--- src/rtl/dtwg_pkg.sv ---
// ----------------------------------------------------------------------------
// dtwg_pkg
// Shared types, constants and the sine quarter-wave table for the
// dual-table waveform generator.
// ----------------------------------------------------------------------------
package dtwg_pkg;

  localparam int TABLE_POINTS_DEF        = 256;
  localparam int PHASE_FRACTION_BITS_DEF = 16;

  localparam int PHASE_W     = 24;
  localparam int STEP_W      = 23;
  localparam int CODE_W      = 16;
  localparam int SHAPE_W     = 2;
  localparam int OUT_INDEX_W = 8;
  localparam int CFG_INDEX_W = 4;
  localparam int CFG_DATA_W  = 23;
  localparam int SVAL_W      = 17;   // Q1.15 plus room for +1.0
  localparam int PROD_W      = 34;
  localparam int ROUND_SHIFT = 15;

  localparam logic signed [SVAL_W-1:0] SHAPE_ONE = 17'sd32768;

  typedef enum logic [SHAPE_W-1:0] {
    SHAPE_SINE     = 2'd0,
    SHAPE_TRIANGLE = 2'd1,
    SHAPE_SQUARE   = 2'd2
  } shape_t;

  typedef enum logic [CFG_INDEX_W-1:0] {
    REG_CH0_SHAPE      = 4'd0,
    REG_CH1_SHAPE      = 4'd1,
    REG_CH0_AMPLITUDE  = 4'd2,
    REG_CH0_MEAN       = 4'd3,
    REG_CH1_AMPLITUDE  = 4'd4,
    REG_CH1_MEAN       = 4'd5,
    REG_CH0_PHASE_STEP = 4'd6,
    REG_CH1_PHASE_STEP = 4'd7
  } reg_index_t;

  // Pipeline advance enables, one per stage after the phase stage.
  typedef struct packed {
    logic en_b;
    logic en_c;
    logic en_d;
  } pipe_ctrl_t;

  localparam int QROM_LAST = 64;

  localparam logic [15:0] QUARTER_ROM [QROM_LAST+1] = '{
    16'd0,     16'd804,   16'd1608,  16'd2410,  16'd3212,  16'd4011,  16'd4808,  16'd5602,
    16'd6393,  16'd7179,  16'd7962,  16'd8739,  16'd9512,  16'd10278, 16'd11039, 16'd11793,
    16'd12539, 16'd13279, 16'd14010, 16'd14732, 16'd15446, 16'd16151, 16'd16846, 16'd17530,
    16'd18204, 16'd18868, 16'd19519, 16'd20159, 16'd20787, 16'd21403, 16'd22005, 16'd22594,
    16'd23170, 16'd23731, 16'd24279, 16'd24811, 16'd25329, 16'd25832, 16'd26319, 16'd26790,
    16'd27245, 16'd27683, 16'd28105, 16'd28510, 16'd28898, 16'd29268, 16'd29621, 16'd29956,
    16'd30273, 16'd30571, 16'd30852, 16'd31113, 16'd31356, 16'd31580, 16'd31785, 16'd31971,
    16'd32137, 16'd32285, 16'd32412, 16'd32521, 16'd32609, 16'd32678, 16'd32728, 16'd32757,
    16'd32767
  };

  function automatic logic [15:0] quarter_rom(input logic [6:0] k);
    logic [15:0] q;
    if (k > 7'(QROM_LAST)) begin
      q = QUARTER_ROM[QROM_LAST];
    end else begin
      q = QUARTER_ROM[k];
    end
    return q;
  endfunction

endpackage

--- src/rtl/dtwg_scale.sv ---
// ----------------------------------------------------------------------------
// dtwg_scale
// Scale stages: amplitude times shape, round, add mean, clamp to DAC range.
// ----------------------------------------------------------------------------
module dtwg_scale #(
  parameter int TABLE_POINTS = dtwg_pkg::TABLE_POINTS_DEF,
  localparam int IDX_W = $clog2(TABLE_POINTS)
) (
  input  logic                               clk,
  input  dtwg_pkg::pipe_ctrl_t               ctrl,
  input  logic [dtwg_pkg::CODE_W-1:0]        amplitude,
  input  logic [dtwg_pkg::CODE_W-1:0]        mean,
  input  logic signed [dtwg_pkg::SVAL_W-1:0] shape_val,
  input  logic [IDX_W-1:0]                   idx,
  output logic [dtwg_pkg::CODE_W-1:0]        code,
  output logic [IDX_W-1:0]                   idx_q
);

  localparam int RND_W = dtwg_pkg::PROD_W - dtwg_pkg::ROUND_SHIFT;

  logic signed [dtwg_pkg::PROD_W-1:0] prod;
  logic [IDX_W-1:0]                   idx_c;
  logic signed [dtwg_pkg::PROD_W-1:0] biased;
  logic signed [RND_W-1:0]            rounded;
  logic signed [RND_W:0]              level;
  logic [dtwg_pkg::CODE_W-1:0]        clamped;

  always_ff @(posedge clk) begin
    if (ctrl.en_c) begin
      prod  <= $signed({1'b0, amplitude}) * shape_val;
      idx_c <= idx;
    end
  end

  // round half up, then offset and saturate
  always_comb begin
    biased  = prod + dtwg_pkg::PROD_W'(1 << (dtwg_pkg::ROUND_SHIFT - 1));
    rounded = RND_W'(biased >>> dtwg_pkg::ROUND_SHIFT);
    level   = $signed({1'b0, (RND_W)'(mean)}) + (RND_W+1)'(rounded);
    if (level < 0) begin
      clamped = '0;
    end else if (level > $signed((RND_W+1)'({dtwg_pkg::CODE_W{1'b1}}))) begin
      clamped = '1;
    end else begin
      clamped = level[dtwg_pkg::CODE_W-1:0];
    end
  end

  always_ff @(posedge clk) begin
    if (ctrl.en_d) begin
      code  <= clamped;
      idx_q <= idx_c;
    end
  end

endmodule
--- config.mk ---
export PLATFORM = sky130hd
export DESIGN_NAME = dtwg_scale
export DESIGN_NICKNAME = d
export VERILOG_FILES = /design/src/rtl/dtwg_pkg.sv /design/src/rtl/dtwg_scale.sv
export SDC_FILE = /design/constraint.sdc
export NUM_CORES = 1
export LEC_CHECK = 0
export ABC_CLOCK_PERIOD_IN_PS = 8200
export BUFFER_PORTS_ARGS = -buffer_cell sky130_fd_sc_hd__buf_2
export CAP_MARGIN = 30
export CORE_MARGIN = 2
export CORE_UTILIZATION = 40
export DETAILED_ROUTE_END_ITERATION = 16
export MAX_ROUTING_LAYER = met4
export PLACE_DENSITY_LB_ADDON = 0.1
export SLEW_MARGIN = 40
export SYNTH_ARGS = -nofsm -noshare
export SYNTH_HDL_FRONTEND = slang
export SYNTH_SLANG_ARGS = --single-unit
--- constraint.sdc ---
create_clock -name clk -period 8.2 [get_ports clk]
set_clock_uncertainty 0.05 [all_clocks]
set_input_delay 2.05 -clock clk [delete_from_list [all_inputs] [get_ports clk]]
set_output_delay 2.05 -clock clk [all_outputs]
set_load 0.1 [all_outputs]
# After elaboration in Yosys (flattened, before gate mapping)
# Index checks and enable logic that the tools add are counted.
# op_classes
n_addsub	2
magnitude_cmp	2
mul	1
mux	1
# ops
operator	count
34-bit by 16-bit adder with 34-bit output (second input constant)	1
17-bit by 17-bit multiplier with 34-bit output	1
17-bit by 19-bit adder with 20-bit output	1
20-bit by 17-bit > comparator with 1-bit output (second input constant)	1
20-bit by 1-bit < comparator with 1-bit output (second input constant)	1
16-bit 2-to-1 mux	1
# totals
reg_bits	66
elab_cells	10
output_inout_bits	24
inputBits	61

# Longest topological paths before layout
# logic_depth
ltp_word	4
ltp_mapped	23
depth_no_buf	22

# Worst setup path before layout
# No wires, ideal clock.
# synth_path
kind	input port to flip-flop
startpoint	in shape_val[8] (netlist bit)
endpoint	reg prod[33] (netlist bit), data pin
cell_stages	22
setup_ps	271
arrival_ps	7401
setup_slack_ps	478
n_path_buf	1
cell_sequence	clkbuf_1 > nand2_1 > fa_1 > inv_1 > fa_1 > inv_1 > fa_1 > inv_1 > fa_1 > fa_1 > inv_1 > fa_1 > inv_1 > ha_1 > a211oi_1 > nor2_1 > nor3_1 > o21ai_0 > nor3_1 > nor3_1 > a2111oi_0 > xnor2_1
# synth_via
elab_chain_len	1
# synth_rtl
item	line_no	rtl
start, declared	dtwg_scale.sv:13	input logic signed [dtwg_pkg::SVAL_W-1:0] shape_val,
17-bit by 17-bit multiplier with 34-bit output	dtwg_scale.sv:30	prod <= $signed({1'b0, amplitude}) * shape_val;
end signal, assigned	dtwg_scale.sv:30	
end, declared	dtwg_scale.sv:21	logic signed [dtwg_pkg::PROD_W-1:0] prod;
# No other way between the ends.
# A chain may end at the register's enable or synchronous reset.

# Worst setup path after layout
# layout_path
startpoint	in shape_val[3] (netlist bit)
endpoint	reg prod[33] (netlist bit), data pin
# The elaborated chain is that of the path after synthesis.

==> impl_results.md <==
- Die height: 177 um
- # setup viols final: 0
- Pwr Total: 5.50 mW
- Placer Congestion: approximately 0.83
- PwrDens: 417 nW/um^2
- Final wirelength: 26.4 mm
- Core ar.: 29500 um^2
- Share of post-route cells with drive strength above 1: ~11%
- Flop-to-flop setup slack: between 4 and 5 ns
- Initial antenna violation count: 2
- DRC: 0
- Sequential element share of the synthesized area: 13.1%
- Fmax: around 130 MHz
- Worst setup SP type: input pin
- Worst Tran Pin Value: 0.649 ns
- Yosys warning total: 0
- Netlist cell types: 55
- CTS tree: yes
- CTS Sinks: 52
- Leak pwr: about 6.7 nW
- Crit path kind: in -> reg
- GRT overflow: 0
- FF-to-FF Start: prod[14]
- Post-synthesis async set-or-reset flop share: 0%
- Final hold vios: 0
- DP HPWL: 23.0 mm
- Die area: 31200 um^2
- Mapped Cells: 1264
- Number of synthesized flops with an enable pin: 52
- Nets: 1776
- Arrival time worst endpoint: around 7.7 ns
- Setup crit end: prod[33]
- Initial Utilization: 40.5%
- Netlist area before placement: 11900 um^2
- Status: finished clean
- Crit share post-route: 94.0%
- Synthesis-stage register bit count: between 50 and 60
- Worst skew pair latency: 0.29 ns
- Vias: 8408
- First DRT Iteration DRCs: about 250
- Max Slew Vio Count: 0
- Syn nets: 1675
- Chip width: 177 um
- R2R cell count: 13
- Clk slew on worst S/H paths: ~0.070 ns
- Peak supply drop: 0.430 mV
- Crit end category: register
- Cts repair resizes: 0
- Vias per cell: roughly 4.8
- # hold bufs at CTS: 0
- Max cap viols: 0
- Post-CTS setup buffer count: 0
- Post-synth top flop: edfxtp_1
- Final ANT Viol Nets: 0
- Num rows: 63
- Vias in the first global route: a little under 9000
- Global-route wire length before repair: 44.0 mm
- Filler Cells Inserted: 3007
- Worst Hold Class: reg -> reg
- GRT Total Usage: 18.3%
- RSZ-0062 raised after global routing: no
- Synthesized area per cell: 9.44 um^2
- Worst Path Required: 8.20 ns
- TritonRoute pass-1 iters: 5
- Fin crit period: 7.71 ns
- Cts bufs inserted: 5
- Antenna diodes: 0
- CP startpoint: shape_val[3]
- Clock Path Buffers: 2
- RR Endpoint: code[14]
- Max transition margin: 56.8%
- I/O pin count: 85
- Port Buffers: 83
- Setup_tns: 0 ns
- H-tree Lvls: 2
- Critical Path Fanout Max: 13
- Root Buffer: clkbuf_16
- WL/cell: 15.0 um
- Pin count of the biggest net entering global routing: 29
- Area added between synthesis and finish: 10.5%
==> synthesized netlist by cell type, types with 8 or more instances <==
cell | instances | area (um^2)
inv_1 | 308 | 1160
ha_1 | 141 | 1760
o22ai_1 | 10 | 62.6
and2_1 | 160 | 1000
fa_1 | 209 | 4180
nor2_1 | 19 | 71.3
nor3_1 | 8 | 40.0
nand2b_1 | 9 | 56.3
nand4_1 | 10 | 62.6
nand3_1 | 18 | 90.1
a21oi_1 | 34 | 170
o21ai_0 | 15 | 75.1
xor2_1 | 23 | 201
nand2_1 | 115 | 432
nor2b_1 | 10 | 62.6
xnor2_1 | 30 | 263
edfxtp_1 | 52 | 1560
clkbuf_1 | 32 | 120
==> worst min path at each step <==
stage,endpoint,start,slack [ns],cells after the start
floorplan,idx_q[0],idx_c[0],0.35,0
detailed placement,idx_q[7],idx_c[7],0.36,0
CTS,idx_q[7],idx_c[7],0.37,0
finish,idx_q[7],idx_c[7],0.37,0
global placement,idx_q[6],idx_c[6],0.35,0
global route,idx_q[7],idx_c[7],0.38,0
==> per-layer routing <==
metal,part of all wire (%),vias up,GRT usage (%)
li1,-,4065,-
met1,45,4218,24.1
met2,51,109,31.3
met3,3.1,16,2.08
met4,1.3,0,2.44
met5,0,-,-
==> cell usage in the layout (no fill, tap or decap), types with 5 or more instances in the layout <==
cell type  synthesis  layout
inv_1            308     308
fa_1             209     209
and2_1           160     160
ha_1             141     141
nand2_1          115     115
buf_2              0      83
edfxtp_1          52      52
buf_4              1      48
a21oi_1           34      34
xnor2_1           30      30
xor2_1            23      23
nor2_1            19      19
nand3_1           18      18
o21ai_0           15      15
nand4_1           10      10
nor2b_1           10      10
o22ai_1           10      10
nand2b_1           9       9
nor3_1             8       8
a21o_1             6       6
o21a_1             6       6
and3_1             5       5
o21bai_1           5       5
clkbuf_16          0       5
==> worst max-delay path, stage by stage <==
cell       delay (ns)
buf_2            0.20
and2_1           0.21
fa_1             0.50
inv_1            0.05
fa_1             0.44
fa_1             0.54
inv_1            0.05
fa_1             0.54
fa_1             0.51
inv_1            0.05
fa_1             0.47
inv_1            0.04
ha_1             0.30
a211oi_1         0.23
nor2_1           0.08
nor3_1           0.19
buf_4            0.15
o21ai_0          0.12
nor3_1           0.32
nor3_1           0.11
a2111oi_1        0.32
buf_4            0.17
xnor2_1          0.06
==> flip-flops by register name (all words and copies together), names as in the netlist <==
| name | flops |
|---|---|
| prod | 20 |
| code | 16 |
| idx_c | 8 |
| idx_q | 8 |
==> report_power, final <==
| part | total [mW] | switching, mW | internal, mW |
|---|---|---|---|
| sequential | 0.676 | 0.0592 | 0.616 |
| clock | 0.217 | 0.101 | 0.116 |
| combinational | 4.61 | 2.60 | 2.01 |
| total | 5.50 | 2.76 | 2.74 |
==> metrics by stage <==
step	setup slack [ns]	hold slack, ns	utilization [%]	cells	area (um^2)
3_5_place_dp	0.138	0.357	44.2	1748	13000
2_1_floorplan	0.478	0.350	-	1264	11900
6_report	0.492	0.372	44.7	1756	13200
4_1_cts	0.430	0.374	44.7	1756	13200
5_1_grt	0.0491	0.381	44.7	1756	13200
3_3_place_gp	0.101	0.351	44.2	1748	13000
==> cells by family after synthesis <==
logic type / count (synthesis) / share of synthesized area, %
adder cells (fa/ha/maj): 350 / 49.8
AND/OR/NAND/NOR: 365 / 16.4
buffers and inverters: 346 / 11.2
AO/OA/AOI/OAI: 98 / 5.56
XOR/XNOR: 53 / 3.89
flip-flops: 52 / 13.1
==> area by class of cell <==
cell class | count | area, um^2 | area share (%)
clock buffers | 5 | 125 | 0.948
clock inverters | 3 | 25.0 | 0.190
inverters | 308 | 1160 | 8.76
multi-input cells | 866 | 9040 | 68.5
flip-flops and latches | 52 | 1560 | 11.8
well taps | 390 | 488 | 3.70
repair buffers | 132 | 796 | 6.03
No activity file was read; power rests on OpenSTA's default activity.
