==> config.mk <==
export PLATFORM = sky130hd
export DESIGN_NAME = dtwg_shape
export DESIGN_NICKNAME = d
export VERILOG_FILES = /design/src/rtl/dtwg_pkg.sv /design/src/rtl/dtwg_shape.sv
export SDC_FILE = /design/constraint.sdc
export NUM_CORES = 1
export LEC_CHECK = 0
export ABC_CLOCK_PERIOD_IN_PS = 16700
export BUFFER_PORTS_ARGS = -buffer_cell sky130_fd_sc_hd__buf_2
export CORE_UTILIZATION = 38
export DETAILED_ROUTE_END_ITERATION = 7
export GPL_TIMING_DRIVEN = 0
export PLACE_DENSITY = 0.6
export SETUP_SLACK_MARGIN = 0.5
export SYNTH_ARGS = -nofsm -noshare
export SYNTH_HDL_FRONTEND = slang
export SYNTH_SLANG_ARGS = --single-unit
==> constraint.sdc <==
create_clock -name clk -period 16.7 [get_ports clk]
set_input_delay 3.34 -clock clk [delete_from_list [all_inputs] [get_ports clk]]
set_output_delay 3.34 -clock clk [all_outputs]
set_load 0.005 [all_outputs]
==> src/rtl/dtwg_pkg.sv <==
// ----------------------------------------------------------------------------
// dtwg_pkg
// Shared types, constants and the sine quarter-wave table for the
// dual-table waveform generator.
// ----------------------------------------------------------------------------
package dtwg_pkg;

  localparam int TABLE_POINTS_DEF        = 256;
  localparam int PHASE_FRACTION_BITS_DEF = 16;

  localparam int PHASE_W     = 24;
  localparam int STEP_W      = 23;
  localparam int CODE_W      = 16;
  localparam int SHAPE_W     = 2;
  localparam int OUT_INDEX_W = 8;
  localparam int CFG_INDEX_W = 4;
  localparam int CFG_DATA_W  = 23;
  localparam int SVAL_W      = 17;   // Q1.15 plus room for +1.0
  localparam int PROD_W      = 34;
  localparam int ROUND_SHIFT = 15;

  localparam logic signed [SVAL_W-1:0] SHAPE_ONE = 17'sd32768;

  typedef enum logic [SHAPE_W-1:0] {
    SHAPE_SINE     = 2'd0,
    SHAPE_TRIANGLE = 2'd1,
    SHAPE_SQUARE   = 2'd2
  } shape_t;

  typedef enum logic [CFG_INDEX_W-1:0] {
    REG_CH0_SHAPE      = 4'd0,
    REG_CH1_SHAPE      = 4'd1,
    REG_CH0_AMPLITUDE  = 4'd2,
    REG_CH0_MEAN       = 4'd3,
    REG_CH1_AMPLITUDE  = 4'd4,
    REG_CH1_MEAN       = 4'd5,
    REG_CH0_PHASE_STEP = 4'd6,
    REG_CH1_PHASE_STEP = 4'd7
  } reg_index_t;

  // Pipeline advance enables, one per stage after the phase stage.
  typedef struct packed {
    logic en_b;
    logic en_c;
    logic en_d;
  } pipe_ctrl_t;

  localparam int QROM_LAST = 64;

  localparam logic [15:0] QUARTER_ROM [QROM_LAST+1] = '{
    16'd0,     16'd804,   16'd1608,  16'd2410,  16'd3212,  16'd4011,  16'd4808,  16'd5602,
    16'd6393,  16'd7179,  16'd7962,  16'd8739,  16'd9512,  16'd10278, 16'd11039, 16'd11793,
    16'd12539, 16'd13279, 16'd14010, 16'd14732, 16'd15446, 16'd16151, 16'd16846, 16'd17530,
    16'd18204, 16'd18868, 16'd19519, 16'd20159, 16'd20787, 16'd21403, 16'd22005, 16'd22594,
    16'd23170, 16'd23731, 16'd24279, 16'd24811, 16'd25329, 16'd25832, 16'd26319, 16'd26790,
    16'd27245, 16'd27683, 16'd28105, 16'd28510, 16'd28898, 16'd29268, 16'd29621, 16'd29956,
    16'd30273, 16'd30571, 16'd30852, 16'd31113, 16'd31356, 16'd31580, 16'd31785, 16'd31971,
    16'd32137, 16'd32285, 16'd32412, 16'd32521, 16'd32609, 16'd32678, 16'd32728, 16'd32757,
    16'd32767
  };

  function automatic logic [15:0] quarter_rom(input logic [6:0] k);
    logic [15:0] q;
    if (k > 7'(QROM_LAST)) begin
      q = QUARTER_ROM[QROM_LAST];
    end else begin
      q = QUARTER_ROM[k];
    end
    return q;
  endfunction

endpackage

==> src/rtl/dtwg_shape.sv <==
// ----------------------------------------------------------------------------
// dtwg_shape
// Shape stage: table index to Q1.15 shape value (sine, triangle, square).
// ----------------------------------------------------------------------------
module dtwg_shape #(
  parameter int TABLE_POINTS = dtwg_pkg::TABLE_POINTS_DEF,
  localparam int IDX_W = $clog2(TABLE_POINTS)
) (
  input  logic                                clk,
  input  dtwg_pkg::pipe_ctrl_t                ctrl,
  input  logic [dtwg_pkg::SHAPE_W-1:0]        shape,
  input  logic [IDX_W-1:0]                    idx,
  output logic signed [dtwg_pkg::SVAL_W-1:0]  shape_val,
  output logic [IDX_W-1:0]                    idx_q
);

  localparam int TURN_SH = 16 - IDX_W;

  logic [15:0] turn;
  logic [1:0]  quad;
  logic [14:0] pos;
  logic [6:0]  k;
  logic [7:0]  frac;
  logic [15:0] lo, hi, diff;
  logic [23:0] interp;
  logic [29:0] tri_prod;
  logic [15:0] mag_sin, mag_tri;
  logic signed [dtwg_pkg::SVAL_W-1:0] sin_s, tri_s, sval;

  always_comb begin
    turn     = 16'(32'(idx) << TURN_SH);
    quad     = turn[15:14];
    pos      = quad[0] ? (15'h4000 - {1'b0, turn[13:0]}) : {1'b0, turn[13:0]};
    k        = pos[14:8];
    frac     = pos[7:0];
    lo       = dtwg_pkg::quarter_rom(k);
    hi       = dtwg_pkg::quarter_rom(7'(k + 7'd1));
    diff     = hi - lo;
    interp   = diff * frac;
    mag_sin  = (k >= 7'(dtwg_pkg::QROM_LAST)) ? dtwg_pkg::quarter_rom(k)
                                              : 16'(lo + interp[23:8]);
    tri_prod = {pos, 15'b0} - 30'(pos);
    mag_tri  = 16'(tri_prod >> 14);
    sin_s    = quad[1] ? -$signed({1'b0, mag_sin}) : $signed({1'b0, mag_sin});
    tri_s    = quad[1] ? -$signed({1'b0, mag_tri}) : $signed({1'b0, mag_tri});
    case (dtwg_pkg::shape_t'(shape))
      dtwg_pkg::SHAPE_SINE:     sval = sin_s;
      dtwg_pkg::SHAPE_TRIANGLE: sval = tri_s;
      dtwg_pkg::SHAPE_SQUARE: begin
        sval = idx[IDX_W-1] ? dtwg_pkg::SHAPE_ONE : -dtwg_pkg::SHAPE_ONE;
      end
      default:                  sval = '0;
    endcase
  end

  always_ff @(posedge clk) begin
    if (ctrl.en_b) begin
      shape_val <= sval;
      idx_q     <= idx;
    end
  end

endmodule

# Word level (Yosys, flattened, before mapping)
# Memories as Yosys holds them, arrays and structs flattened.
# Cells that the tools add are included.
dict set report word_totals {
  n_memories 2
  romBits 4096
  output_inout_bits 25
  reg_bits 25
}
# name depth word_bits read_ports rd_ports_with_merged_regs write_ports line_no
set mem_list {}
lappend mem_list {{(name not given)} 128 16 1 0 0 dtwg_pkg.sv:67} ;# q = QUARTER_ROM[k];
lappend mem_list {{(name not given)} 128 16 1 0 0 dtwg_pkg.sv:67}
dict set report classes {
  addsub 7
  n_mux 12
  order_cmp 5
  n_mul 1
  eq_ne 2
  n_bitwise 2
  reduce_logical 1
}
# operator count
set op_table {}
lappend op_table {{16-bit two-way mux} 7}
lappend op_table {{17-bit two-way mux} 3}
lappend op_table {{17-bit case mux with 3 select lines} 1}
lappend op_table {{16-bit negation with 17-bit output} 2}
lappend op_table {{30-bit by 15-bit subtractor with 30-bit output} 1}
lappend op_table {{16-bit by 8-bit multiplier with 24-bit output} 1}
lappend op_table {{16-bit adder} 1}
lappend op_table {{8-bit >= comparator (second input constant)} 2}
lappend op_table {{7-bit NOT with 8-bit output} 2}
lappend op_table {{16-bit subtractor} 1}
lappend op_table {{15-bit two-way mux} 1}
lappend op_table {{15-bit by 14-bit subtractor with 15-bit output (first input constant)} 1}
lappend op_table {{7-bit > comparator (second input constant)} 2}
lappend op_table {{7-bit by 1-bit adder with 7-bit output (second input constant)} 1}
lappend op_table {{7-bit >= comparator (second input constant)} 1}
lappend op_table {{2-bit by 1-bit equality test with 1-bit output (second input constant)} 1}
lappend op_table {{2-bit equality test (second input constant)} 1}
lappend op_table {{2-bit logical NOT} 1}

# Depth between registers and ports, before layout
dict set report logic_depth {
  word_depth 15
  depth_mapped 21
}

# Worst setup path before layout
# No wires, ideal clock.
dict set report synth_path {
  kind {input to register}
  from {in idx[0]}
  to {reg shape_val[16] (netlist bit), data pin}
  arrival_time_ns 7.731
  setup_slack_ns 8.712
  required_time_ns 16.443
  path_stages 18
  setup_time_ns 0.257
  path_cell_list {buf_4 -> clkbuf_1 -> inv_1 -> ha_1 -> nor2b_4 -> xnor2_4 -> inv_2 -> buf_2 -> buf_2 -> buf_1 -> ha_1 -> or3_1 -> a31oi_1 -> a22oi_1 -> nand4bb_1 -> or4b_1 -> or4_1 -> a32o_1}
}
dict set report synth_via {
  elab_chain_cells 15
  elab_cells_between_ends 26
  classes_between {add/sub: 7; mul: 1; order compare: 3; mux: 11; bitwise: 2; memory: 2}
}
# item line_no
set synth_lines {}
lappend synth_lines {{from (decl)} dtwg_shape.sv:12} ;# input logic [IDX_W-1:0] idx,
lappend synth_lines {{15-bit by 14-bit subtractor with 15-bit output} dtwg_shape.sv:33} ;# pos = quad[0] ? (15'h4000 - {1'b0, turn[13:0]}) : {1'b0, turn[13:0]};
lappend synth_lines {{15-bit two-way mux *} dtwg_shape.sv:33}
lappend synth_lines {{7-bit by 1-bit adder with 7-bit output} dtwg_shape.sv:37} ;# hi = dtwg_pkg::quarter_rom(7'(k + 7'd1));
lappend synth_lines {{7-bit NOT with 8-bit output (implied by the code)} dtwg_pkg.sv:67}
lappend synth_lines {{memory read 128 x 16 bit} n/a}
lappend synth_lines {{16-bit two-way mux (implied by the code) (2 in a row)} dtwg_pkg.sv:67}
lappend synth_lines {{16-bit two-way mux} dtwg_pkg.sv:64} ;# if (k > 7'(QROM_LAST)) begin
lappend synth_lines {{16-bit subtractor} dtwg_shape.sv:38} ;# diff = hi - lo;
lappend synth_lines {{16-bit by 8-bit multiplier with 24-bit output} dtwg_shape.sv:39} ;# interp = diff * frac;
lappend synth_lines {{16-bit adder} dtwg_shape.sv:41} ;# : 16'(lo + interp[23:8]);
lappend synth_lines {{16-bit two-way mux} dtwg_shape.sv:40} ;# mag_sin = (k >= 7'(dtwg_pkg::QROM_LAST)) ? dtwg_pkg::quarter_rom(k)
lappend synth_lines {{16-bit negation with 17-bit output} dtwg_shape.sv:44} ;# sin_s = quad[1] ? -$signed({1'b0, mag_sin}) : $signed({1'b0, mag_sin});
lappend synth_lines {{17-bit two-way mux} dtwg_shape.sv:44}
lappend synth_lines {{17-bit case mux with 3 select lines *} dtwg_shape.sv:46} ;# case (dtwg_pkg::shape_t'(shape))
lappend synth_lines {{net sval, one bit} dtwg_shape.sv:28} ;# logic signed [dtwg_pkg::SVAL_W-1:0] sin_s, tri_s, sval;
lappend synth_lines {{to (signal assigned)} dtwg_shape.sv:58} ;# shape_val <= sval;
lappend synth_lines {{to (decl)} dtwg_shape.sv:13} ;# output logic signed [dtwg_pkg::SVAL_W-1:0] shape_val,
# Mark *: on every way through the listed nets, which the timed path passes. The rest lies on a longest branch. The select of a mux whose other input is x is not followed.
# A chain may end at the register's enable or synchronous reset.

# Final worst setup path
# Ends and elaborated chain as after synthesis.

==> impl_metrics.env <==
export IMPL_cts_sinks=25
export IMPL_ys_async_sr_fraction_pct=0
export IMPL_via_per_inst=6.587
export IMPL_switching_share_pct=45.90
export IMPL_grt_max_degree=26
export IMPL_hold_depth=1
export IMPL_num_vias=4815
export IMPL_final_common_cell="o21ai_0"
export IMPL_path_class="input port to flip-flop"
export IMPL_routed_wl_mm=16.49
export IMPL_fin_crit_sh_pct=59.14
export IMPL_cts_buffers=3
export IMPL_drtAntennaViolNets=0
export IMPL_die_h_um=106.7
export IMPL_switching_power_uw=127.6
export IMPL_yosys_area_top_type_share_pct=18.02
export IMPL_peakVddDrop_mv=0.04025
export IMPL_pwr_share_seq_pct=28.0
export IMPL_synth_area_top_cells="edfxtp_1 (18%), o21ai_0 (6.5%), ha_1 (5.1%)"
export IMPL_grt_overflow=0
export IMPL_grt_pass1_wl_mm=25.71
export IMPL_cp_arrival_ns=9.91
export IMPL_io_buffers=35
export IMPL_fmax_ghz=0.1013
export IMPL_cts_tree="done"
export IMPL_maxUsedRoutingLayer="met4"
export IMPL_cts_clk_slew_worst_paths_ns=0.08
export IMPL_synth_nets=587
export IMPL_routabilityCongestion=0.9970
export IMPL_synth_top_area_cell="edfxtp_1"
export IMPL_cp_required_ns=16.73
export IMPL_drtPass1Iterations=6
export IMPL_comb_power_share_pct=59.3
export IMPL_diodes=0
export IMPL_cts_setup_buffers=0
export IMPL_wl_met2_mm=7.087
export IMPL_critPathMaxFanout=15
export IMPL_cap_violations=0
export IMPL_fin_nets=627
export IMPL_holdBufCountCts=0
export IMPL_whs_ns=3.290
export IMPL_h_tree_depth=1
export IMPL_syn_area_um2=4166
export IMPL_drive_gt1_share_pct=13.28
export IMPL_startpoint_type="input port"
export IMPL_initial_utilization_pct=39.82
export IMPL_wl_met3_mm=1.562
export IMPL_min_period_ns=9.876
export IMPL_internal_power_uw=150.5
export IMPL_tns_ns=0
export IMPL_row_count=37
export IMPL_end_kind="flip-flop"
export IMPL_worstMarginPinSlew_ns=1.246
export IMPL_yosysSeqAreaShare_pct=18.02
export IMPL_drc=0
export IMPL_yosys_warnings=0
export IMPL_rsz0062_at_grt="false"
export IMPL_area_growth_pct=9.369
export IMPL_power_frac_clock_pct=12.7
export IMPL_synth_cells=556
export IMPL_fp_dieArea_um2=11390
export IMPL_synth_area_per_cell_um2=7.494
export IMPL_outcome="complete, no violations"
export IMPL_clock_root_buffer="clkbuf_8"
export IMPL_hpwl_mm=12.49
export IMPL_post_synth_num_cell_types=81
export IMPL_cts_resized=0
export IMPL_p_leak_nw=1.715
export IMPL_hold_violations=0
export IMPL_final_cell_mix="o21ai_0 (54), nor2_1 (51), buf_2 (49)"
export IMPL_grt_pass1_vias=4478
export IMPL_clockBufferDepth=2
export IMPL_wl_met1_mm=7.304
export IMPL_power_density_nw_per_um2=61.03
export IMPL_slew_headroom_pct=16.20
export IMPL_coreArea_um2=10460
export IMPL_synth_edff_count=25
export IMPL_routedWlPerCell_um=22.56
export IMPL_finalMaxSlewViolations=0
export IMPL_synth_seq_cells=25
export IMPL_finalSetupViolations=0
export IMPL_die_w_um=106.7
export IMPL_ys_flop_type="edfxtp_1"
export IMPL_drtIter0Drc=687
export IMPL_grt_usage_pct=29.19
export IMPL_io_pin_count=39
export IMPL_min_path_type="input port to flip-flop"
export IMPL_antenna_found_initial=0
==> stage by stage <==
step	cell area [µm²]	util [%]	instances	total power [mW]	worst slack [ns]
2_1_floorplan	4167	-	556	0.1875	8.712
3_3_place_gp	4512	43.12	727	0.2389	6.696
3_5_place_dp	4512	43.12	727	0.2381	6.742
4_1_cts	4557	43.55	731	0.2747	7.031
5_1_grt	4557	43.55	731	0.2937	6.441
6_report	4557	43.55	731	0.2781	6.824
==> kinds of logic after synthesis <==
family	share of synthesized area (%)
AOI/OAI and AO/OA	35.17
and+or+nand+nor	25.50
buffers and inverters	7.808
DFF	18.02
xor gates and xnor gates	5.466
adders and majority gates	5.105
muxes	2.943
==> worst paths after layout <==
kind / startpoint / endpoint / slack [ns]
worst min-delay path: idx[2] / idx_q[2] / 3.29
worst max-delay path: idx[0] / shape_val[16] / 6.82
==> metal layers <==
metal	up-vias	global-route usage, %
li1	2204	-
met1	2256	42.44
met2	306	44.06
met3	49	2.979
met4	0	11.15
met5	-	0
==> sequential cells by signal, indices dropped and copies added (netlist names) <==
| signal | cells |
|---|---|
| idx_q | 8 |
| shape_val | 17 |
==> power groups by stage <==
| stage | logic, mW | registers (mW) | clock network, mW |
|---|---|---|---|
| after floorplan | 0.107 | 0.0806 | 0 |
| after global placement | 0.160 | 0.0793 | 0 |
| after detailed placement | 0.159 | 0.0793 | 0 |
| after CTS | 0.160 | 0.0779 | 0.0372 |
| after global routing | 0.177 | 0.0783 | 0.0387 |
| final | 0.165 | 0.0778 | 0.0353 |
==> area by class of cell <==
class | instances | area (µm²)
Buffer | 49 | 269.0
Clock buffer | 4 | 45.04
Fill cell | 1095 | 5906
Inverter | 15 | 56.30
Multi-Input combinational cell | 467 | 3090
Sequential cell | 25 | 750.7
Tap cell | 136 | 170.2
Timing Repair Buffer | 35 | 175.2
==> synth_stat cells, types with 5 or more instances <==
master / count
nand3_1: 24
mux2i_1: 10
inv_1: 11
and2_1: 9
nor3_1: 12
or3_1: 8
o21a_1: 6
and3_1: 6
a22oi_1: 10
buf_2: 14
clkbuf_1: 21
xnor2_1: 15
buf_6: 7
o21ai_0: 54
a21o_1: 7
a32oi_1: 5
edfxtp_1: 25
nor2_1: 51
nor2b_1: 12
nand2_1: 37
nand4_1: 6
ha_1: 17
o31ai_1: 6
a211o_1: 6
o211ai_1: 12
a211oi_1: 10
a31oi_1: 13
nand2b_1: 15
xor2_1: 6
a21oi_1: 30
==> worst max-delay path, stage by stage <==
cell,delay [ns]
buf_2,0.24
buf_4,0.23
clkbuf_1,0.48
inv_1,0.48
ha_1,0.44
clkbuf_1,0.40
nand2_1,0.16
o21ai_2,0.37
inv_2,0.38
ha_1,0.32
clkbuf_1,0.28
nor2_1,0.27
o21a_1,0.14
nor2_1,0.07
o22ai_1,0.22
a22oi_1,0.29
nand4bb_1,0.37
or4b_1,0.68
or4_1,0.49
a32o_1,0.26
No activity file was read; power rests on OpenSTA's default activity.
