<file path="config.mk">
export PLATFORM = sky130hd
export DESIGN_NAME = dtwg_phase
export DESIGN_NICKNAME = d
export VERILOG_FILES = /design/src/rtl/dtwg_pkg.sv /design/src/rtl/dtwg_ram.sv /design/src/rtl/dtwg_phase.sv
export SDC_FILE = /design/constraint.sdc
export NUM_CORES = 1
export LEC_CHECK = 0
export ABC_AREA = 1
export BUFFER_PORTS_ARGS = -buffer_cell sky130_fd_sc_hd__buf_2
export CELL_PAD_IN_SITES_DETAIL_PLACEMENT = 0
export CELL_PAD_IN_SITES_GLOBAL_PLACEMENT = 1
export CORE_ASPECT_RATIO = 1.25
export CORE_MARGIN = 2
export CORE_UTILIZATION = 43
export DETAILED_ROUTE_END_ITERATION = 16
export GPL_ROUTABILITY_DRIVEN = 0
export GPL_TIMING_DRIVEN = 0
export PLACE_DENSITY_LB_ADDON = 0.1
export SLEW_MARGIN = 20
export SYNTH_ARGS = -nofsm -noshare
export SYNTH_HDL_FRONTEND = slang
export SYNTH_SLANG_ARGS = --single-unit
</file>
<file path="constraint.sdc">
create_clock -name clk -period 4.2 [get_ports clk]
set_clock_uncertainty 0.15 [all_clocks]
set_input_delay 0.84 -clock clk [delete_from_list [all_inputs] [get_ports clk]]
set_output_delay 0.84 -clock clk [all_outputs]
set_load 0.05 [all_outputs]
</file>
<file path="src/rtl/dtwg_pkg.sv">
// ----------------------------------------------------------------------------
// dtwg_pkg
// Shared types, constants and the sine quarter-wave table for the
// dual-table waveform generator.
// ----------------------------------------------------------------------------
package dtwg_pkg;

  localparam int TABLE_POINTS_DEF        = 256;
  localparam int PHASE_FRACTION_BITS_DEF = 16;

  localparam int PHASE_W     = 24;
  localparam int STEP_W      = 23;
  localparam int CODE_W      = 16;
  localparam int SHAPE_W     = 2;
  localparam int OUT_INDEX_W = 8;
  localparam int CFG_INDEX_W = 4;
  localparam int CFG_DATA_W  = 23;
  localparam int SVAL_W      = 17;   // Q1.15 plus room for +1.0
  localparam int PROD_W      = 34;
  localparam int ROUND_SHIFT = 15;

  localparam logic signed [SVAL_W-1:0] SHAPE_ONE = 17'sd32768;

  typedef enum logic [SHAPE_W-1:0] {
    SHAPE_SINE     = 2'd0,
    SHAPE_TRIANGLE = 2'd1,
    SHAPE_SQUARE   = 2'd2
  } shape_t;

  typedef enum logic [CFG_INDEX_W-1:0] {
    REG_CH0_SHAPE      = 4'd0,
    REG_CH1_SHAPE      = 4'd1,
    REG_CH0_AMPLITUDE  = 4'd2,
    REG_CH0_MEAN       = 4'd3,
    REG_CH1_AMPLITUDE  = 4'd4,
    REG_CH1_MEAN       = 4'd5,
    REG_CH0_PHASE_STEP = 4'd6,
    REG_CH1_PHASE_STEP = 4'd7
  } reg_index_t;

  // Pipeline advance enables, one per stage after the phase stage.
  typedef struct packed {
    logic en_b;
    logic en_c;
    logic en_d;
  } pipe_ctrl_t;

  localparam int QROM_LAST = 64;

  localparam logic [15:0] QUARTER_ROM [QROM_LAST+1] = '{
    16'd0,     16'd804,   16'd1608,  16'd2410,  16'd3212,  16'd4011,  16'd4808,  16'd5602,
    16'd6393,  16'd7179,  16'd7962,  16'd8739,  16'd9512,  16'd10278, 16'd11039, 16'd11793,
    16'd12539, 16'd13279, 16'd14010, 16'd14732, 16'd15446, 16'd16151, 16'd16846, 16'd17530,
    16'd18204, 16'd18868, 16'd19519, 16'd20159, 16'd20787, 16'd21403, 16'd22005, 16'd22594,
    16'd23170, 16'd23731, 16'd24279, 16'd24811, 16'd25329, 16'd25832, 16'd26319, 16'd26790,
    16'd27245, 16'd27683, 16'd28105, 16'd28510, 16'd28898, 16'd29268, 16'd29621, 16'd29956,
    16'd30273, 16'd30571, 16'd30852, 16'd31113, 16'd31356, 16'd31580, 16'd31785, 16'd31971,
    16'd32137, 16'd32285, 16'd32412, 16'd32521, 16'd32609, 16'd32678, 16'd32728, 16'd32757,
    16'd32767
  };

  function automatic logic [15:0] quarter_rom(input logic [6:0] k);
    logic [15:0] q;
    if (k > 7'(QROM_LAST)) begin
      q = QUARTER_ROM[QROM_LAST];
    end else begin
      q = QUARTER_ROM[k];
    end
    return q;
  endfunction

endpackage

</file>
<file path="src/rtl/dtwg_ram.sv">
// ----------------------------------------------------------------------------
// dtwg_ram
// Generic single-write, single-read RAM with registered read (read-old).
// ----------------------------------------------------------------------------
module dtwg_ram #(
  parameter int WIDTH = 8,
  parameter int DEPTH = 2,
  localparam int ADDR_W = (DEPTH > 1) ? $clog2(DEPTH) : 1
) (
  input  logic              clk,
  input  logic              we,
  input  logic [ADDR_W-1:0] waddr,
  input  logic [WIDTH-1:0]  wdata,
  input  logic [ADDR_W-1:0] raddr,
  output logic [WIDTH-1:0]  rdata
);

  logic [WIDTH-1:0] mem [DEPTH];

  always_ff @(posedge clk) begin
    if (we) begin
      mem[waddr] <= wdata;
    end
    rdata <= mem[raddr];
  end

endmodule

</file>
<file path="src/rtl/dtwg_phase.sv">
// ----------------------------------------------------------------------------
// dtwg_phase
// Phase accumulators for both channels, kept in the phase RAM.
// Read-modify-write every transaction, with forwarding of the last write.
// ----------------------------------------------------------------------------
module dtwg_phase #(
  parameter int TABLE_POINTS        = dtwg_pkg::TABLE_POINTS_DEF,
  parameter int PHASE_FRACTION_BITS = dtwg_pkg::PHASE_FRACTION_BITS_DEF,
  localparam int IDX_W = $clog2(TABLE_POINTS)
) (
  input  logic                        clk,
  input  logic                        rst,
  input  logic                        accept,
  input  logic                        restart,
  input  logic [dtwg_pkg::STEP_W-1:0] step0,
  input  logic [dtwg_pkg::STEP_W-1:0] step1,
  output logic [IDX_W-1:0]            idx0,
  output logic [IDX_W-1:0]            idx1
);

  localparam int PW = dtwg_pkg::PHASE_W;
  localparam logic [40:0] PHASE_LIMIT = 41'(TABLE_POINTS) << PHASE_FRACTION_BITS;

  logic [2*PW-1:0] rd_data;
  logic [2*PW-1:0] fwd_data;
  logic [2*PW-1:0] wr_data;
  logic [2*PW-1:0] cur;
  logic            wrote_last;
  logic            ram_loaded;
  logic [PW-1:0]   base0, base1, nxt0, nxt1;

  function automatic logic [PW-1:0] advance(input logic [PW-1:0] base,
                                            input logic [dtwg_pkg::STEP_W-1:0] step);
    logic [PW:0]   sum;
    logic [PW-1:0] r;
    sum = {1'b0, base} + (PW+1)'(step);
    if ((41'(sum) >= PHASE_LIMIT) || sum[PW]) begin
      r = '0;
    end else begin
      r = sum[PW-1:0];
    end
    return r;
  endfunction

  dtwg_ram #(
    .WIDTH (2*PW),
    .DEPTH (1)
  ) u_phase_ram (
    .clk   (clk),
    .we    (accept),
    .waddr ('0),
    .wdata (wr_data),
    .raddr ('0),
    .rdata (rd_data)
  );

  // RAM read data lags a write, so the last write is forwarded; never-written RAM reads as zero
  always_comb begin
    if (wrote_last) begin
      cur = fwd_data;
    end else if (ram_loaded) begin
      cur = rd_data;
    end else begin
      cur = '0;
    end
    base0   = restart ? '0 : cur[PW-1:0];
    base1   = restart ? '0 : cur[2*PW-1:PW];
    nxt0    = advance(base0, step0);
    nxt1    = advance(base1, step1);
    wr_data = {nxt1, nxt0};
  end

  always_ff @(posedge clk) begin
    if (rst) begin
      wrote_last <= 1'b0;
      ram_loaded <= 1'b0;
    end else begin
      wrote_last <= accept;
      if (accept) begin
        ram_loaded <= 1'b1;
      end
    end
  end

  always_ff @(posedge clk) begin
    if (accept) begin
      fwd_data <= wr_data;
      idx0     <= IDX_W'(nxt0 >> PHASE_FRACTION_BITS);
      idx1     <= IDX_W'(nxt1 >> PHASE_FRACTION_BITS);
    end
  end

endmodule

</file>
# Word level (Yosys, flattened, before mapping)
# Memories as Yosys holds them, arrays and structs flattened. A register that Yosys moved wholly into a read port is not among the register bits.
# Index checks and enable logic that the tools add are counted.
# op_classes
n_addsub,2
multipliers,0
n_div,0
order_cmp,2
eq_ne,0
n_shift,0
muxes,8
n_bitwise,0
reduce_logical,2
# op_table
operator,count
2-to-1 mux 24 bit,4
2-to-1 mux 48 bit,2
adder 24 x 23 -> 25 bit,2
greater-or-equal comparator 25 bit (second input constant),2
logical OR 1 bit,2
2-to-1 mux 1 bit,2
# word_totals
ff_bits,66
latch_bits,0
mem_bits_rw,48
rom_bits,0
output_inout_bits,16
mem_count,1
# memory_table
memory,words,width,rd,rd_clocked_by_memory_dff,wr,line_no,text
u_phase_ram.mem,1,48,1,1,1,dtwg_ram.sv:18,logic [WIDTH-1:0] mem [DEPTH];

# Longest topological paths before layout
# Gate-level depths: netlist (run 1).
# logic_depth
depth_word,7
mapped_depth,20
ltp_nobuf,17

# Modules after synthesis
# A second synthesis (run 1) with hierarchy kept.
# unflattened
hier_cells,1114
hier_area_um2,8579.5
# modules_own_cells
module,instances,cells_each,area_each_um2,seq_area_each_um2
dtwg_phase,1,1018,6177.2,1481.4
dtwg_ram,1,96,2402.3,2402.3

# Worst setup path before layout (run 1)
# OpenSTA, ideal clock, no wires.
# synth_timing
path_type,input to register
from,input port restart
to,"register idx0[0], data pin"
setup_time_ps,255
t_arrival_ps,2831
setup_slack_ps,964
path_stages,17
n_path_buf,3
path_cell_list,clkbuf_1 buf_1 a21oi_1 ha_1 inv_1 fa_1 inv_1 nand3_1 nand3_1 nand2_1 nand2_2 nand2_1 nand2_1 nand2_2 nand2_4 buf_6 a21oi_2
# synth_via
elab_chain_cells,5
# synth_rtl
element,line_no,text
"start, declared",dtwg_phase.sv:14,"input logic restart,"
2-to-1 mux 24 bit *,dtwg_phase.sv:66,base0 = restart ? '0 : cur[PW-1:0];
adder 24 x 23 -> 25 bit *,dtwg_phase.sv:36,"sum = {1'b0, base} + (PW+1)'(step);"
greater-or-equal comparator 25 bit,dtwg_phase.sv:37,if ((41'(sum) >= PHASE_LIMIT) || sum[PW]) begin
logical OR 1 bit,dtwg_phase.sv:37,
2-to-1 mux 24 bit *,dtwg_phase.sv:37,
"end signal, assigned",dtwg_phase.sv:88,idx0 <= IDX_W'(nxt0 >> PHASE_FRACTION_BITS);
"end, declared",dtwg_phase.sv:17,"output logic [IDX_W-1:0] idx0,"
# Every way passes the cells marked *; elsewhere a longest branch is shown, timed or not.
# A chain may end at the register's enable or synchronous reset.

# Worst setup path after layout (run 1)
# layout_timing
from,input port restart
to,"register idx0[4], data pin"
# Same word-level chain as after synthesis.

==> qor.txt, run 1 <==
Critical Path Max Stage Delay: 400 ps
Combinational share of power: 26.0%
Worst min path class: flip-flop to flip-flop
Library cells used by synthesis: 28
Syn Nets: 1,171
Clk pwr share: 31.0%
Worst-path clk slew: 70 ps
Vias in the first global route: 6,513
Crit Path Class: input pin to flip-flop
Synth top area share: 21.9%
Wirelength per Cell: 13.8 um
Synthesis-stage register bit count: 98
Post-synth top flop: dfxtp_1
Post-synthesis cell area: 7130 um^2
Final Hold Slack: 216 ps
Share of layout cells above drive strength 1: 13.1%
Worst path arrival time: 3600 ps
Critical path peak fanout: 10
Largest net degree at the start of global routing: 50
All-Layer GR Usage: 22.6%
Cell count after synthesis: 1,073
P&R area growth vs syn: 12.6%
Pwr Density: 344 nW/um^2
Initial DRC count: 285
Sw power: 0.000891 W
# DRC: 0
Final nets: 1,247
Pins Over Slew Limit: 0
ANT cells: 0
CTS tree: done
Critical Path RT: 4160 ps
Starting Density: 44.0%
Via count: 6,419
Critical-path cell list: buf_2 > clkbuf_1 > buf_1 > a21oi_1 > ha_1 > inv_1 > fa_1 > inv_1 > nand3_1 > nand3_1 > nand2_1 > nand2_2 > nand2_1 > nand2_1 > nand2_2 > nand2_4 > buf_6 > a21oi_2
Num CTS Buffers: 9
RSZ-0062 raised after global routing: false
Tightest Pin Transition: 717 ps
Worst path most repeated cell: nand2_1
Antenna violations before repair: 0
Fmax: 275 MHz
Core box area: 16,200 um^2
Final min period: 3640 ps
Die ar.: 17,600 um^2
Die height: 148 um
Setup TNS Final: 0 ps
Postcts setup bufs: 0
Post-synthesis sequential area ratio: 34.2%
IO Port Bufs: 65
Clk sink count: 98
P_leak: 4.26 nW
Via density per instance: 4.69
Routed Antenna Nets: 0
Crit. End Element: flip-flop
Row Count: 52
# setup viols final: 0
Switching share of power: 32.3%
Synth Warn #: 0
Hold buffers post-CTS: 0
First-pass GRT wire length: 31.1 mm
First-pass DRT Iterations: 7
Cts repair resizes: 0
Ports: 66
Max-cap violations: 0
Slew headroom: 52.2%
Post-DP HPWL: 15.1 mm
Post-synth EDFFs: 48
Drt total wl: 18.9 mm
Int Power: 0.00187 W
Tcrit/Tclk final: 86.6%
CTS max path bufs: 2
Status: finished clean
Reg power frac: 42.9%
Async S/R FF share, synth: 0%
Syn avg cell area: 6.65 um^2
Gr ovfl total: 0
CP startpoint kind: input pin
H-tree depth: 3
Synth area leader: nand2_1
Final hold vios: 0
Main area contributors after synthesis: nand2_1, edfxtp_1, dfxtp_1, inv_1, ha_1
Die width: 119 um
Clock latency on the worst-skew pair: 360 ps
CTS Root Cell: clkbuf_16
Slowest cell on crit path: fa_1
VDD IR max: 198 uV
sequential cells by signal, indices dropped and copies added, names as in the netlist:
signal / count
u_phase_ram.rdata: 48
u_phase_ram.mem: 34
idx0: 7
idx1: 7
ram_loaded: 1
wrote_last: 1
cell usage after synthesis, types with 5 or more instances:
cell type / n
nand2_2: 8
nand4_1: 13
a21oi_2: 19
edfxtp_1: 48
ha_1: 46
buf_2: 6
nor2_1: 69
inv_1: 191
nor2_2: 12
buf_4: 16
nand2_1: 416
buf_1: 5
xor2_1: 14
a21oi_1: 76
dfxtp_1: 50
nand3_1: 53
final timing paths:
check,start,slack (ps),end,cells past startpoint
max,restart,560,idx0[4],18
min,u_phase_ram.mem[0][1],220,u_phase_ram.rdata[1],0
max reg2reg,wrote_last,600,idx0[4],18
min reg2reg,u_phase_ram.mem[0][1],220,u_phase_ram.rdata[1],0
cell type report:
class | instances | area [um^2]
flip-flops and latches | 98 | 2440
clock inverters | 5 | 55.1
plain buffers | 35 | 229
multi-input cells | 747 | 3740
repair buffers | 65 | 328
fillers | 1744 | 8170
inverters | 193 | 724
well taps | 216 | 270
clock buffers | 11 | 243
cell families (layout without fill, tap and decap cells):
logic type,Yosys count,in the layout,synth area share [%]
simple gates,583,583,33.5
buf+inv,228,309,13.4
compound gates,99,99,8.21
flops,98,98,34.2
fa+ha+maj,48,48,8.63
xor+xnor,17,17,2.09
layout by cell type (no fill, tap or decap):
cell type	count
buf_4	17
fa_1	2
nand2_1	416
clkinvlp_4	1
clkinv_4	1
buf_2	70
ha_1	46
a21oi_2	19
nand3_1	53
buf_6	4
nor3_1	4
nand2_4	2
nand2_2	8
dfxtp_1	50
clkinv_1	1
nor2_2	12
nor2_4	1
clkinv_2	1
inv_2	2
edfxtp_1	48
clkbuf_8	1
clkbuf_16	9
nand4_1	13
xnor2_1	3
inv_1	191
nand3b_1	4
a21oi_1	76
buf_1	5
clkbuf_1	5
a21oi_4	1
nand3_2	1
xor2_1	14
bufinv_16	1
nor2_1	69
a21o_1	3
stage by stage:
| step | power, W | area, um^2 | setup WS, ps | instances | util (%) |
|---|---|---|---|---|---|
| global route | 0.00292 | 8030 | 290 | 1370 | 49.6 |
| finish | 0.00276 | 8030 | 565 | 1370 | 49.6 |
| CTS | 0.00279 | 8030 | 502 | 1370 | 49.6 |
| detailed placement | 0.00193 | 7730 | 115 | 1354 | 47.7 |
| global placement | 0.00193 | 7730 | 124 | 1354 | 47.7 |
| floorplan | 0.00174 | 7130 | 964 | 1073 | - |
layer usage:
| metal | part of all wire, % | global-route usage, % | wire length (um) |
|---|---|---|---|
| met1 | 39 | 23.6 | 7420 |
| met2 | 55 | 45.0 | 10400 |
| met3 | 2.8 | 2.39 | 538 |
| met4 | 2.9 | 9.94 | 549 |
| met5 | 0 | 0 | 0 |
critical path: cells and delay by family:
family,cells,cell delay (ps)
buffers and inverters,6,1050
AND/OR/NAND/NOR,8,810
adder cells (fa/ha/maj),2,620
AO/OA/AOI/OAI,2,270
power groups by stage:
stage               logic [W]  registers, W  clock network (W)
global route         0.000821       0.00120           0.000899
CTS                  0.000730       0.00119           0.000875
finish               0.000720       0.00119           0.000858
floorplan            0.000545       0.00119                  0
detailed placement   0.000726       0.00121                  0
global placement     0.000726       0.00120                  0
No activity file was read; power rests on OpenSTA's default activity.
==> run 2, diff against run 1 <==
--- a/config.mk
+++ b/config.mk
@@ -5,13 +5,12 @@
 export SDC_FILE = /design/constraint.sdc
 export NUM_CORES = 1
 export LEC_CHECK = 0
-export ABC_AREA = 1
 export BUFFER_PORTS_ARGS = -buffer_cell sky130_fd_sc_hd__buf_2
 export CELL_PAD_IN_SITES_DETAIL_PLACEMENT = 0
 export CELL_PAD_IN_SITES_GLOBAL_PLACEMENT = 1
 export CORE_ASPECT_RATIO = 1.25
 export CORE_MARGIN = 2
-export CORE_UTILIZATION = 43
+export CORE_UTILIZATION = 46
 export DETAILED_ROUTE_END_ITERATION = 16
 export GPL_ROUTABILITY_DRIVEN = 0
 export GPL_TIMING_DRIVEN = 0
==> qor.txt, run 2 <==
Status: finished clean (unchanged)
Setup ws final: 222 ps (was 565 ps)
Design area: 7320 um^2 (was 8030 um^2)
Reg with most FFs: u_phase_ram.rdata (unchanged)
Most frequent cell after synthesis: nor2_1 (was nand2_1)
Worst-path clk slew: 70 ps (about the same)
RSZ-0062 raised after global routing: false (unchanged)
Pins Over Slew Limit: 0 (unchanged)
Post-synth top flop: dfxtp_1 (unchanged)
Wirelength per Cell: 17.6 um (was 13.8 um)
R2R setup slack: 280 ps (was 600 ps)
Slew headroom: 48.7% (was 52.2%)
Critical path peak fanout: 10 (unchanged)
Worst min path class: flip-flop to flip-flop (unchanged)
Num CTS Buffers: 9 (unchanged)
Initial DRC count: 261 (was 285)
Top Usage Layer GRT: met2 (unchanged)
# setup viols final: 0 (unchanged)
Max-cap violations: 0 (unchanged)
Crit-path leading delay family: compound AO/OA/AOI/OAI gates (was buffers and inverters)
Syn avg cell area: 9.16 um^2 (was 6.65 um^2)
Library cells used by synthesis: 66 (was 28)
Antenna violations before repair: 0 (unchanged)
Most frequent cells in the layout: nor2_1, buf_2, a21oi_1 (was nand2_1, inv_1, a21oi_1)
Critical Path RT: 4110 ps (was 4160 ps)
Routed Antenna Nets: 0 (unchanged)
Synth area leader: edfxtp_1 (was nand2_1)
Synth top area share: 22.4% (was 21.9%)
CTS tree: done (unchanged)
Placed cell areas: 6980 um^2 (was 7730 um^2)
Syn Nets: 800 (was 1,171)
CTS max path bufs: 2 (unchanged)
Met2 Track Usage GR: 42.5% (was 45.0%)
IO Port Bufs: 65 (unchanged)
Worst-case hold path end point: u_phase_ram.rdata[14] (was u_phase_ram.rdata[1])
Share of layout cells above drive strength 1: 18.0% (was 13.1%)
Postcts setup bufs: 0 (unchanged)
M3 GR Usage: 3.26% (was 2.39%)
Vias in the first global route: 5,433 (was 6,513)
# DRC: 0 (unchanged)
Die width: 110 um (was 119 um)
H-tree depth: 3 (unchanged)
Largest register FFs: 48 (unchanged)
Biggest regs: u_phase_ram.rdata (48), u_phase_ram.mem (34) (unchanged)
P_leak: 3.01 nW (was 4.26 nW)
Final nets: 876 (was 1,247)
Die height: 136 um (was 148 um)
Most common cell after layout, fill and taps aside: nor2_1 (was nand2_1)
P&R area growth vs syn: 13.9% (was 12.6%)
CP startpoint kind: input pin (unchanged)
Worst path arrival time: 3890 ps (was 3600 ps)
Crit. End Element: flip-flop (unchanged)
Ports: 66 (unchanged)
Clock latency on the worst-skew pair: 350 ps (was 360 ps)
Slowest cell on crit path: fa_1 (unchanged)
Hold Crit Start: u_phase_ram.mem[0][14] (was u_phase_ram.mem[0][1])
Worst path most repeated cell: buf_2 (was nand2_1)
Clk sink count: 98 (unchanged)
Worst r2r src: ram_loaded (was wrote_last)
Buffers & Inverters on Critical Path: 5 (was 6)
Most frequent cells after synthesis: nor2_1, a21oi_1, dfxtp_1, nand2_1, edfxtp_1 (was nand2_1, inv_1, a21oi_1, nor2_1, nand3_1)
Main area contributors after synthesis: edfxtp_1, dfxtp_1, ha_1, a22oi_1, nor2_1 (was nand2_1, edfxtp_1, dfxtp_1, inv_1, ha_1)
Async S/R FF share, synth: 0% (unchanged)
Reg2reg end: idx1[0] (was idx0[4])
Largest net degree at the start of global routing: 51 (was 50)
Post-synthesis cell area: 6430 um^2 (was 7130 um^2)
Crit Path Class: input pin to flip-flop (unchanged)
Gr ovfl total: 0 (unchanged)
CTS Root Cell: clkbuf_16 (unchanged)
Row Count: 48 (was 52)
Worst reg2reg path depth: 15 (was 18)
Tcrit/Tclk final: 94.7% (was 86.6%)
Post-synthesis sequential area ratio: 38.0% (was 34.2%)
GR Util met1: 26.4% (was 23.6%)
Final Power: 0.00282 W (was 0.00276 W)
Setup WS pre-CTS: -369 ps (was 115 ps)
Min-Delay Path Depth: 0 (unchanged)
Starting Density: 46.8% (was 44.0%)
Via count: 5,552 (was 6,419)
First-pass DRT Iterations: 5 (was 7)
Hold buffers post-CTS: 0 (unchanged)
Cell count after synthesis: 702 (was 1,073)
Util after Layout: 53.3% (was 49.6%)
Drt total wl: 16.8 mm (was 18.9 mm)
Post-synth EDFFs: 48 (unchanged)
Pwr Density: 385 nW/um^2 (was 344 nW/um^2)
Die ar.: 14,900 um^2 (was 17,600 um^2)
Core box area: 13,800 um^2 (was 16,200 um^2)
Cts repair resizes: 5 (was 0)
Tightest Pin Transition: 770 ps (was 717 ps)
ANT cells: 0 (unchanged)
Final hold vios: 0 (unchanged)
Synth Warn #: 0 (unchanged)
FILL cells: 1,303 (was 1,744)
Post-DP HPWL: 12.5 mm (was 15.1 mm)
First-pass GRT wire length: 26.6 mm (was 31.1 mm)
Final min period: 3980 ps (was 3640 ps)
Critical Path Max Stage Delay: 400 ps (about the same)
Via density per instance: 5.80 (was 4.69)
All-Layer GR Usage: 23.0% (was 22.6%)
Critical-path cell list: buf_2 > clkbuf_1 > buf_2 > nor2_1 > ha_1 > inv_1 > fa_1 > nand2b_1 > a21o_1 > a32oi_4 > a41oi_4 > o21ai_4 > clkbuf_4 > a21oi_1 (was buf_2 > clkbuf_1 > buf_1 > a21oi_1 > ha_1 > inv_1 > fa_1 > inv_1 > nand3_1 > nand3_1 > nand2_1 > nand2_2 > nand2_1 > nand2_1 > nand2_2 > nand2_4 > buf_6 > a21oi_2)
Synthesis-stage register bit count: 98 (unchanged)
VDD IR max: 203 uV (was 198 uV)
Fmax: 251 MHz (was 275 MHz)
==> run 2: layout make-up <==
class | instances | area, um^2 | share of cell area, %
timing repair buffer | 65 | 328 | 4.48
tap | 175 | 219 | 2.99
inverter | 15 | 56.3 | 0.769
buffer | 52 | 302 | 4.12
clock inverter | 3 | 65.1 | 0.888
clock buffer | 13 | 250 | 3.42
sequential | 98 | 2440 | 33.3
multi-input combinational | 537 | 3660 | 50.0
==> run 2: worst max-delay path by stage <==
stage | start | to | cells after the start
after floorplan | restart | idx1[0] | 13
after global placement | restart | idx1[0] | 14
after detailed placement | restart | idx1[0] | 14
after CTS | restart | idx1[0] | 14
after global routing | ram_loaded | u_phase_ram.mem[0][8] | 15
final | restart | idx1[0] | 14
==> run 2: power by group <==
group          total (W)  switching [W]  internal (W)
clock           0.000897       0.000358      0.000539
sequential       0.00120      0.0000496       0.00115
combinational   0.000729       0.000450      0.000279
total            0.00282       0.000858       0.00196
==> run 2: cells by family (layout without fill, tap and decap cells) <==
group,after synthesis,after routing,share of synthesized area [%]
and+or+nand+nor,228,228,16.9
DFF,98,98,38.0
muxes,9,9,1.44
AOI/OAI and AO/OA,232,232,26.1
adders and majority gates,48,48,9.57
xor gates and xnor gates,20,20,2.72
buffers and inverters,67,148,5.35
==> run 2: per-layer routing <==
metal | wire, um | share of wire, % | vias to the layer above
li1 | - | - | 2767
met5 | 0 | 0 | -
met3 | 609 | 3.6 | 33
met2 | 8950 | 53 | 136
met4 | 400 | 2.4 | 0
met1 | 6870 | 41 | 2616
==> run 2: metrics by stage <==
step | std cells | TNS (ps) | hold WS, ps
floorplan | 702 | 0 | 198
global placement | 942 | -8430 | 203
detailed placement | 942 | -9250 | 206
CTS | 958 | 0 | 224
global route | 958 | 0 | 232
finish | 958 | 0 | 221
==> run 3, diff against run 2 <==
--- a/config.mk
+++ b/config.mk
@@ -5,13 +5,13 @@
 export SDC_FILE = /design/constraint.sdc
 export NUM_CORES = 1
 export LEC_CHECK = 0
-export BUFFER_PORTS_ARGS = -buffer_cell sky130_fd_sc_hd__buf_2
 export CELL_PAD_IN_SITES_DETAIL_PLACEMENT = 0
 export CELL_PAD_IN_SITES_GLOBAL_PLACEMENT = 1
-export CORE_ASPECT_RATIO = 1.25
+export CORE_ASPECT_RATIO = 2
 export CORE_MARGIN = 2
-export CORE_UTILIZATION = 46
+export CORE_UTILIZATION = 50
 export DETAILED_ROUTE_END_ITERATION = 16
+export DONT_BUFFER_PORTS = 1
 export GPL_ROUTABILITY_DRIVEN = 0
 export GPL_TIMING_DRIVEN = 0
 export PLACE_DENSITY_LB_ADDON = 0.1
==> qor.txt, run 3 (synthesis results as in run 2) <==
P&R area growth vs syn: 8.48% (was 13.9%)
Buffers & Inverters on Critical Path: 4 (was 5)
Reg with most FFs: u_phase_ram.rdata (unchanged)
Multi-input gate area: 3650 um^2 (was 3660 um^2)
Most common cell after layout, fill and taps aside: nor2_1 (unchanged)
Critical Path RT: 4110 ps (about the same)
Util after Layout: 55.6% (was 53.3%)
Pins Over Slew Limit: 0 (unchanged)
Critical-path cell list: clkbuf_1 > clkbuf_1 > nor2_1 > ha_1 > inv_1 > fa_1 > nand2b_1 > a21o_1 > a32oi_2 > a41oi_4 > o21ai_4 > buf_4 > a21oi_1 (was buf_2 > clkbuf_1 > buf_2 > nor2_1 > ha_1 > inv_1 > fa_1 > nand2b_1 > a21o_1 > a32oi_4 > a41oi_4 > o21ai_4 > clkbuf_4 > a21oi_1)
Fmax: 251 MHz (about the same)
Pwr Density: 405 nW/um^2 (was 385 nW/um^2)
Worst min path class: flip-flop to flip-flop (unchanged)
Worst-path clk slew: 70 ps (about the same)
Crit-path leading delay family: compound AO/OA/AOI/OAI gates (unchanged)
Worst reg2reg path depth: 15 (unchanged)
Critical Path Max Stage Delay: 390 ps (was 400 ps)
First-pass GRT wire length: 28.0 mm (was 26.6 mm)
Crit path launch: restart (unchanged)
Ports: 66 (unchanged)
All-Layer GR Usage: 26.0% (was 23.0%)
Int Power: 0.00196 W (about the same)
Setup TNS Final: 0 ps (unchanged)
Levels on crit path: 13 (was 14)
Slew headroom: 40.4% (was 48.7%)
Status: finished clean (unchanged)
Tightest Pin Transition: 884 ps (was 770 ps)
Slowest cell on crit path: fa_1 (unchanged)
IO Port Bufs: 0 (was 65)
Largest register FFs: 48 (unchanged)
CTS max path bufs: 2 (unchanged)
Critical path peak fanout: 10 (unchanged)
Most frequent cells in the layout: nor2_1, a21oi_1, dfxtp_1 (was nor2_1, buf_2, a21oi_1)
Post-DP HPWL: 13.8 mm (was 12.5 mm)
Row Count: 58 (was 48)
Antenna violations before repair: 0 (unchanged)
Largest net degree at the start of global routing: 51 (unchanged)
Gr ovfl total: 0 (unchanged)
Max-cap violations: 0 (unchanged)
Share of layout cells above drive strength 1: 10.9% (was 18.0%)
Worst path arrival time: 3890 ps (about the same)
Die ar.: 13,800 um^2 (was 14,900 um^2)
Reg power frac: 42.4% (about the same)
VDD IR max: 262 uV (was 203 uV)
Die height: 164 um (was 136 um)
FILL cells: 1,207 (was 1,303)
Initial DRC count: 225 (was 261)
Sw power: 0.000868 W (was 0.000858 W)
Routed Antenna Nets: 0 (unchanged)
Num CTS Buffers: 9 (unchanged)
Final min period: 3990 ps (was 3980 ps)
Clock latency on the worst-skew pair: 350 ps (about the same)
Biggest regs: u_phase_ram.rdata (48), u_phase_ram.mem (34) (unchanged)
Final hold vios: 0 (unchanged)
Crit. End Element: flip-flop (unchanged)
Die width: 84.2 um (was 110 um)
Combinational share of power: 24.6% (was 25.9%)
Core box area: 12,600 um^2 (was 13,800 um^2)
Drt total wl: 18.0 mm (was 16.8 mm)
CTS Root Cell: clkbuf_16 (unchanged)
Crit Path Class: input pin to flip-flop (unchanged)
Clk pwr share: 33.0% (was 31.8%)
First-pass DRT Iterations: 6 (was 5)
Critical path endpoint: idx1[0] (unchanged)
CTS tree: done (unchanged)
Final nets: 811 (was 876)
Reg2reg end: idx1[0] (unchanged)
Postcts setup bufs: 0 (unchanged)
Starting Density: 51.2% (was 46.8%)
# setup viols final: 0 (unchanged)
P_leak: 2.75 nW (was 3.01 nW)
H-tree depth: 3 (unchanged)
R2R setup slack: 230 ps (was 280 ps)
# DRC: 0 (unchanged)
FF+latch area: 2440 um^2 (unchanged)
RSZ-0062 raised after global routing: false (unchanged)
Via count: 5,422 (was 5,552)
Clk sink count: 98 (unchanged)
Via density per instance: 6.25 (was 5.80)
Worst path most repeated cell: clkbuf_1 (was buf_2)
Worst r2r src: ram_loaded (unchanged)
Tcrit/Tclk final: 94.9% (was 94.7%)
Switching share of power: 30.7% (was 30.4%)
Vias in the first global route: 5,598 (was 5,433)
ANT cells: 0 (unchanged)
CP startpoint kind: input pin (unchanged)
Hold buffers post-CTS: 0 (unchanged)
Wirelength per Cell: 20.8 um (was 17.6 um)
==> run 3: changes by cell type in the layout (fill, tap and decap cells not counted) <==
| cell | before | now |
|---|---|---|
| buf_2 | 72 | 8 |
| clkbuf_1 | 20 | 18 |
| a32oi_2 | 0 | 1 |
| a32oi_4 | 1 | 0 |
| clkbuf_2 | 5 | 4 |
| clkbuf_4 | 2 | 1 |
| clkbuf_8 | 1 | 2 |
| clkinv_2 | 1 | 0 |
| clkinv_4 | 0 | 1 |
| clkinvlp_4 | 0 | 1 |
| inv_6 | 0 | 1 |
| o21ai_0 | 22 | 23 |
| o21ai_1 | 11 | 10 |
==> run 3: final cells by class <==
type	instances	area share (%)
Tap cell	150	2.69
Multi-Input combinational cell	537	52.3
Clock buffer	11	3.62
Inverter	15	0.807
Buffer	52	4.30
Clock inverter	5	1.22
Sequential cell	98	35.0
==> run 3: repair_timing <==
item,in CTS,in global routing
gates resized for setup,4,10
hold endpoints to repair,0,0
endpoints found under the setup margin,21,30
==> run 3: per-stage QoR <==
stage               hold slack, ps  setup slack [ps]  total power, W  cell area (um^2)  instances
global placement               204              -316         0.00188              6620        852
floorplan                      198               534         0.00174              6430        702
CTS                            219              3.22         0.00283              6960        868
finish                         217               214         0.00282              6980        868
global route                   230              4.11         0.00295              6980        868
detailed placement             208              -340         0.00190              6620        852
==> run 3: worst register-to-register path, cell delays in order, from the launching register on <==
cell	delay (ps)
dfxtp_1	350
nor2b_1	160
buf_2	260
clkbuf_4	260
a22oi_1	80
nor2_1	110
ha_1	220
inv_1	70
fa_1	390
nand2b_1	190
a21o_1	200
a32oi_2	360
a41oi_4	250
o21ai_4	280
buf_4	240
a21oi_1	120
==> run 3: power by group through the flow <==
| stage | combinational, W | clock (W) | sequential (W) |
|---|---|---|---|
| after floorplan | 0.000547 | 0 | 0.00120 |
| after global placement | 0.000673 | 0 | 0.00121 |
| after detailed placement | 0.000685 | 0 | 0.00122 |
| after CTS | 0.000689 | 0.000948 | 0.00120 |
| after global routing | 0.000757 | 0.000986 | 0.00121 |
| final | 0.000695 | 0.000933 | 0.00120 |
==> run 3: how the worst min path moves through the flow <==
stage	startpoint	end	depth (start not counted)
after floorplan	u_phase_ram.mem[0][1]	u_phase_ram.rdata[1]	0
after detailed placement	u_phase_ram.mem[0][36]	u_phase_ram.rdata[36]	0
after CTS	u_phase_ram.mem[0][32]	u_phase_ram.rdata[32]	0
final	u_phase_ram.mem[0][25]	u_phase_ram.rdata[25]	0
after global placement	u_phase_ram.mem[0][25]	u_phase_ram.rdata[25]	0
after global routing	u_phase_ram.mem[0][0]	u_phase_ram.rdata[0]	0
==> run 3: per-layer routing <==
metal	vias to the layer above	global-route usage, %	wire (um)
li1	2631	-	-
met1	2576	24.9	6280
met2	151	50.8	10100
met3	64	4.65	640
met4	0	14.8	980
met5	-	0	0
